$ cat config.mk
export PLATFORM = sky130hd
export DESIGN_NAME = sis_datapath
export DESIGN_NICKNAME = d
export VERILOG_FILES = /design/src/hw/rtl/sis_pkg.sv /design/src/hw/rtl/sis_datapath.sv
export SDC_FILE = /design/constraint.sdc
export NUM_CORES = 2
export LEC_CHECK = 0
export ABC_AREA = 1
export CELL_PAD_IN_SITES_DETAIL_PLACEMENT = 2
export CELL_PAD_IN_SITES_GLOBAL_PLACEMENT = 2
export CORE_MARGIN = 4
export CORE_UTILIZATION = 35
export DETAILED_ROUTE_END_ITERATION = 10
export DONT_BUFFER_PORTS = 1
export GPL_TIMING_DRIVEN = 0
export PLACE_DENSITY_LB_ADDON = 0.08
export SLEW_MARGIN = 15
export SYNTH_ARGS = -nofsm -noshare
export SYNTH_HDL_FRONTEND = slang
export SYNTH_SLANG_ARGS = --single-unit
$ cat constraint.sdc
create_clock -name clk -period 3.9 [get_ports clk]
set_input_delay 0.78 -clock clk [delete_from_list [all_inputs] [get_ports clk]]
set_output_delay 0.78 -clock clk [all_outputs]
set_load 0.01 [all_outputs]
$ cat src/hw/rtl/sis_pkg.sv
package sis_pkg;

  localparam int DEPTH       = 16;
  localparam int VALUE_WIDTH = 32;
  localparam int IDX_W       = $clog2(DEPTH);
  localparam int CNT_W       = $clog2(DEPTH + 1);
  localparam int OP_W        = 2;
  localparam int STATUS_W    = 2;

  typedef enum logic [OP_W-1:0] {
    OP_INSERT = 2'd0,
    OP_POP    = 2'd1,
    OP_REMOVE = 2'd2
  } op_t;

  typedef enum logic [STATUS_W-1:0] {
    ST_OK     = 2'd0,
    ST_EMPTY  = 2'd1,
    ST_FULL   = 2'd2,
    ST_BADPOS = 2'd3
  } status_t;

  typedef enum logic {
    S_IDLE = 1'b0,
    S_EXEC = 1'b1
  } state_t;

  typedef struct packed {
    logic load;
    logic exec;
  } sis_cmd_t;

endpackage

$ cat src/hw/rtl/sis_datapath.sv
module sis_datapath import sis_pkg::*; (
  input  logic                          clk,
  input  logic                          rst,
  input  sis_cmd_t                      cmd,
  input  logic [OP_W-1:0]               req_operation,
  input  logic signed [VALUE_WIDTH-1:0] req_value,
  input  logic [IDX_W-1:0]              req_position,
  output logic signed [VALUE_WIDTH-1:0] result_value,
  output logic [CNT_W-1:0]              entry_count,
  output logic [STATUS_W-1:0]           status
);

  op_t                          op;
  logic signed [VALUE_WIDTH-1:0] value;
  logic [IDX_W-1:0]             pos;

  logic signed [VALUE_WIDTH-1:0] entries [DEPTH];
  logic signed [VALUE_WIDTH-1:0] entries_next [DEPTH];
  logic [CNT_W-1:0]             count;
  logic [CNT_W-1:0]             count_next;

  logic [DEPTH-1:0]             ge;
  logic [DEPTH-1:0]             rm;
  logic [IDX_W-1:0]             rd_idx;
  logic                         full;
  logic                         empty;
  logic                         pos_ok;
  logic                         do_ins;
  logic                         do_rm;
  status_t                      status_next;
  logic signed [VALUE_WIDTH-1:0] result_next;

  always_ff @(posedge clk) begin
    if (cmd.load) begin
      op    <= op_t'(req_operation);
      value <= req_value;
      pos   <= req_position;
    end
  end

  assign full   = (count == CNT_W'(DEPTH));
  assign empty  = (count == '0);
  assign pos_ok = (CNT_W'(pos) < count);
  assign rd_idx = (op == OP_POP) ? IDX_W'(count - CNT_W'(1)) : pos;

  // ge marks every cell at or past the insert slot: stored values greater
  // than the new one and all unused cells. Sorted order keeps it a thermometer.
  // rm marks every cell at or past the removed entry.
  always_comb begin
    for (int i = 0; i < DEPTH; i++) begin
      ge[i] = (CNT_W'(i) >= count) || (entries[i] > value);
      rm[i] = (CNT_W'(i) >= CNT_W'(rd_idx));
    end
  end

  always_comb begin
    status_next = ST_OK;
    result_next = '0;
    count_next  = count;
    do_ins      = 1'b0;
    do_rm       = 1'b0;
    case (op)
      OP_INSERT: begin
        if (full) begin
          status_next = ST_FULL;
        end else begin
          do_ins     = 1'b1;
          count_next = count + CNT_W'(1);
        end
      end
      OP_POP: begin
        if (empty) begin
          status_next = ST_EMPTY;
        end else begin
          do_rm       = 1'b1;
          result_next = entries[rd_idx];
          count_next  = count - CNT_W'(1);
        end
      end
      OP_REMOVE: begin
        if (empty) begin
          status_next = ST_EMPTY;
        end else if (!pos_ok) begin
          status_next = ST_BADPOS;
        end else begin
          do_rm       = 1'b1;
          result_next = entries[rd_idx];
          count_next  = count - CNT_W'(1);
        end
      end
      default: begin
        status_next = ST_OK;
      end
    endcase
  end

  // Each cell looks only at itself, its two neighbors and the new value.
  always_comb begin
    for (int i = 0; i < DEPTH; i++) begin
      entries_next[i] = entries[i];
    end
    if (do_ins) begin
      if (ge[0]) begin
        entries_next[0] = value;
      end
      for (int i = 1; i < DEPTH; i++) begin
        if (ge[i]) begin
          entries_next[i] = ge[i-1] ? entries[i-1] : value;
        end
      end
    end else if (do_rm) begin
      for (int i = 0; i < DEPTH - 1; i++) begin
        if (rm[i]) begin
          entries_next[i] = entries[i+1];
        end
      end
    end
  end

  always_ff @(posedge clk) begin
    if (cmd.exec) begin
      for (int i = 0; i < DEPTH; i++) begin
        entries[i] <= entries_next[i];
      end
      result_value <= result_next;
      status       <= status_next;
      entry_count  <= count_next;
    end
  end

  always_ff @(posedge clk) begin
    if (rst) begin
      count <= '0;
    end else if (cmd.exec) begin
      count <= count_next;
    end
  end

endmodule

# Yosys cells after proc, flatten, opt, wreduce, memory -nomap -nowiden
# Memories as Yosys holds them, arrays and structs flattened.
# Index checks and enable logic that the tools add are counted.
[op_classes] add_sub_neg=2 n_lt_le_gt_ge=48 eq_ne=3 muxes=72 n_reduce_logical=18
[ops] cell="two-way mux 32 bit" n=50
[ops] cell="two-way mux 480 bit" n=2
[ops] cell="greater-than comparator 32 bit" n=16
[ops] cell="one-hot mux 32 bit (2 select lines)" n=1
[ops] cell="greater-or-equal comparator 4 x 5 -> 1 bit, first input constant" n=8
[ops] cell="greater-or-equal comparator 4 bit, first input constant" n=7
[ops] cell="greater-or-equal comparator 3 x 5 -> 1 bit, first input constant" n=4
[ops] cell="two-way mux 5 bit" n=4
[ops] cell="greater-or-equal comparator 3 x 4 -> 1 bit, first input constant" n=4
[ops] cell="logical OR 1 bit" n=16
[ops] cell="one-hot mux 5 bit (3 select lines)" n=1
[ops] cell="greater-or-equal comparator 1 x 5 -> 1 bit, first input constant" n=2
[ops] cell="greater-or-equal comparator 2 x 5 -> 1 bit, first input constant" n=2
[ops] cell="greater-or-equal comparator 1 x 4 -> 1 bit, first input constant" n=2
[ops] cell="greater-or-equal comparator 2 x 4 -> 1 bit, first input constant" n=2
[ops] cell="two-way mux 1 bit" n=8
[ops] cell="two-way mux 2 bit" n=3
[ops] cell="one-hot mux 2 bit (3 select lines)" n=1
[ops] cell="adder 5 x 1 -> 5 bit, second input constant" n=1
[ops] cell="== test 5 bit, second input constant" n=1
[ops] cell="logical NOT 5 bit" n=1
[ops] cell="less-than comparator 4 x 5 -> 1 bit" n=1
[ops] cell="subtractor 5 x 1 -> 5 bit, second input constant" n=1
[ops] cell="two-way mux 4 bit" n=1
[ops] cell="4 further kinds" n=4
[word_totals] regBits=82 ramBits=512 input_bits=42 output_inout_bits=39 word_cells=151 mem_count=1
[memory_table] name="entries" words=16 word_bits=32 rd=17 rd_clocked_by_memory_dff=0 wr=16 line_no="sis_datapath.sv:17" rtl="logic signed [VALUE_WIDTH-1:0] entries [DEPTH];"

# Longest topological paths before layout
[logic_depth] word_depth=6 mapped_depth=22

# Least setup slack after synthesis
# No wires, ideal clock.
[synth_path] path_kind="register to register" start="reg, netlist name value[31]" end="mem entries[6][0] (enable)" setup_ps=432 arrival_ps=3763 slack_ps=-295 stages_incl_launch_ff=17 synth_period_minus_slack_ps=4195 cell_sequence="edfxtp_1 > inv_1 > ha_1 > nand2_1 > nor2_1 > nand2_1 > inv_1 > nand2_1 > inv_1 > a21oi_1 > nand3_1 > nand2_1 > nand3_1 > nand2_1 > nand2_1 > buf_2 > a21oi_1"
[synth_lines] item="end, declared" line_no="sis_datapath.sv:17"

# Worst setup path after layout
[layout_path] start="reg count[1]" end="reg result_value[12], data pin"
[layout_via] elab_chain_len=6 elab_cells_between_ends=9
[layout_rtl] item="start, declared" line_no="sis_datapath.sv:19" rtl="logic [CNT_W-1:0] count;"
[layout_rtl] item="start signal, assigned" line_no="sis_datapath.sv:135" rtl="count <= count_next;"
[layout_rtl] item="subtractor 5 x 1 -> 5 bit"
[layout_rtl] item="two-way mux 4 bit" line_no="sis_datapath.sv:44" rtl="assign rd_idx = (op == OP_POP) ? IDX_W'(count - CNT_W'(1)) : pos;"
[layout_rtl] item="memory (16 x 32 bit)"
[layout_rtl] item="two-way mux 32 bit" line_no="sis_datapath.sv:83" rtl="end else if (!pos_ok) begin"
[layout_rtl] item="two-way mux 32 bit" line_no="sis_datapath.sv:81" rtl="if (empty) begin"
[layout_rtl] item="one-hot mux 32 bit (2 select lines) *" line_no="sis_datapath.sv:62" rtl="case (op)"
[layout_rtl] item="named net result_next[12]" line_no="sis_datapath.sv:31" rtl="logic signed [VALUE_WIDTH-1:0] result_next;"
[layout_rtl] item="end signal, assigned" line_no="sis_datapath.sv:125" rtl="result_value <= result_next;"
[layout_rtl] item="end, declared" line_no="sis_datapath.sv:8" rtl="output logic signed [VALUE_WIDTH-1:0] result_value,"
# The timed path passes the listed nets; every way through them passes the cells marked *.
# A chain may end at the register's enable or synchronous reset.

==> flow_summary.json <==
{
  "run_status": "finished with violations",
  "failed_checks": "setup timing",
  "fmax_ghz": 0.251,
  "fin_skew_ns": 0.0277,
  "cts_tree": "done",
  "async_reset_ff_share_pct": 0,
  "n_fill_cell": 15200,
  "hold_viol": 0,
  "die_area_mm2": 0.138,
  "first_pass_iters": 6,
  "cp.arrival_ns": 4.40,
  "synth_flop_cell": "edfxtp_1",
  "cts-root-buf": "clkbuf_16",
  "cts.sinks": 594,
  "row_count": 133,
  "fp.dieW_um": 371,
  "layout_common_cells": "nand2_1, inv_1, edfxtp_1, ha_1, a21oi_1",
  "cp_max_fo": 10,
  "antenna_found_initial": 9,
  "syn_area_mm2": 0.0462,
  "leakage_nw": 27.8,
  "finalSetupTns_ns": -0.277,
  "drc": 0,
  "worstSetupPathType": "reg -> reg",
  "synth_edf_count": 589,
  "vias": 45400,
  "yosysTopAreaCell": "edfxtp_1",
  "nets": 7110,
  "holdWs_ns": 0.168,
  "cts-htree-levels": 3,
  "finalMaxSlewViolations": 0,
  "wirelength_mm": 226,
  "hp-class": "in -> reg",
  "fin_crit_sh_pct": 102,
  "cp-start-kind": "register",
  "max-slew-margin-rel_pct": 14.4,
  "areaGrowthSynthToFinish_pct": 16.7,
  "final_layout_size_suffix_gt1_share_pct": 8.99,
  "ys_seq_elements": 594,
  "worst_skew_pair.late_latency_ns": 0.70,
  "grt_pass1_vias": 49200,
  "coreArea_mm2": 0.131,
  "cp.required_ns": 4.32,
  "cts-hold-fix-buffers": 0,
  "cts_buffers": 82,
  "dp.final_hpwl_mm": 179,
  "yosys-top-cells-area": "edfxtp_1, nand2_1, ha_1",
  "final_util_pct": 41.1,
  "port_buffers": 0,
  "drtIter0Drc": 3406,
  "irDropWorstVdd_mv": 0.351,
  "clkTransAtPathRegs_ns": 0.06,
  "power_mw": 23.3,
  "yosysSeqAreaShare_pct": 38.5,
  "grt_remaining_overflow": 0,
  "synth_cells": 6283,
  "grt_max_degree": 47,
  "tightest_slew_ns": 1.28,
  "cts_buffer_depth": 3,
  "avgSynthCellArea_um2": 7.36,
  "wl_per_cell_um": 27.0,
  "boundaryPins": 81,
  "gp_congestion": 0.908,
  "initial_core_util_pct": 35.2,
  "finalSetupViolCount": 6,
  "track_usage_pct": 32.2,
  "setup_slack_ns": -0.0814,
  "ant_nets": 0,
  "synth_cell_types": 41,
  "finalCriticalPeriod_ns": 3.98,
  "pre_cts_slack_ns": -1.76,
  "yosysTopAreaCellShare_pct": 38.3,
  "fp.dieH_um": 371,
  "crit_path_end_kind": "register",
  "grt_pass1_wl_mm": 326,
  "syn_nets": 6849,
  "drv_cap": 0,
  "via_per_inst": 5.43,
  "final_common_cell": "nand2_1",
  "power_density_mw_per_mm2": 433,
  "yosysWarnings": 0
}
-- sequential cells by signal, indices dropped and copies added, names as in the netlist --
| name | flops |
|---|---|
| value | 32 |
| op | 2 |
| pos | 4 |
| result_value | 32 |
| entries | 512 |
| count | 5 |
| status | 2 |
| entry_count | 5 |
-- synth_stat cells, types with 4 or more instances --
cell type,number
nand2_1,2906
inv_1,657
edfxtp_1,589
ha_1,524
a21oi_1,287
o21ai_0,205
nor2_1,201
nand3_1,188
clkbuf_1,142
buf_2,121
o211ai_1,80
o221ai_1,76
nand4_1,54
o22ai_1,54
a22oi_1,38
o21ai_1,36
o21a_1,19
buf_4,15
nor3_1,15
a21o_1,13
inv_2,9
nor4_1,8
dfxtp_1,5
nor3b_1,5
buf_1,4
nand3b_1,4
o21ai_2,4
o21bai_1,4
-- final timing paths --
path / startpoint / to / slack, ns / cells after the start
worst max register to register: count[1] / result_value[12] / -0.08 / 10
worst min register to register: entries[9][0] / entries[8][0] / 0.57 / 2
worst max-delay path: count[1] / result_value[12] / -0.08 / 10
worst min-delay path: req_value[21] / value[21] / 0.17 / 0
-- area by class of cell --
| cell class | count | area [µm²] | area share [%] |
|---|---|---|---|
| antenna | 2 | 5.00 | 0.00928 |
| buffer | 281 | 1370 | 2.55 |
| clock buffer | 96 | 2140 | 3.96 |
| clock inverter | 50 | 559 | 1.04 |
| inverter | 666 | 2660 | 4.93 |
| multi-input combinational | 4740 | 25200 | 46.7 |
| sequential | 594 | 17800 | 33.0 |
| tap | 1755 | 2200 | 4.07 |
| timing repair buffer | 177 | 2010 | 3.72 |
| timing repair inverter | 2 | 15.0 | 0.0278 |
-- power by group --
part	total (mW)	internal (mW)	leakage, nW	switching, mW
Clock	7.98	4.64	1.31	3.34
Sequential	8.13	7.68	5.49	0.458
Combinational	7.22	2.14	21.0	5.08
-- layer usage --
metal  share of wire [%]  GRT usage, %  vias up
met5               0.015             0        -
met4                 3.6          10.4        6
met3                 4.7          4.22      337
met2                  48          56.3     1077
met1                  43          41.1    22700
li1                    -             -    21200
-- metrics by stage --
stage                     std cells  area [µm²]
after CTS                      8350       53700
after global placement         8038       48500
final                          8363       53900
after global routing           8361       53900
after floorplan                6283       46300
after detailed placement       8051       48900
-- repair_timing --
item	in CTS	in global routing
pin swaps	14	12
resized for setup	137	53
cloned	2	0
buffers inserted	151	13
endpoints found under the setup margin	1021	583
-- cell families (layout without fill, tap and decap cells) --
| group | Yosys count | count (layout) | synth area share (%) |
|---|---|---|---|
| AOI/OAI and AO/OA | 822 | 822 | 10.6 |
| xor gates and xnor gates | 4 | 4 | 0.0758 |
| buffers and inverters | 949 | 1272 | 8.17 |
| adders and majority gates | 524 | 524 | 14.2 |
| other | 0 | 2 | 0 |
| and+or+nand+nor | 3390 | 3390 | 28.5 |
| DFF | 594 | 594 | 38.5 |
-- worst max-delay path, cell delays in order (launching register included) --
cell and delay (ns):
dfxtp_2 0.45, inv_1 0.23, ha_1 0.40, o21ai_4 0.34, inv_2 0.15, clkbuf_1 0.58, o21ai_0 0.26, a21oi_1 0.10
o21ai_0 0.56, nand4_1 0.17, nor2_1 0.43
(Power assumes the default switching activity.)
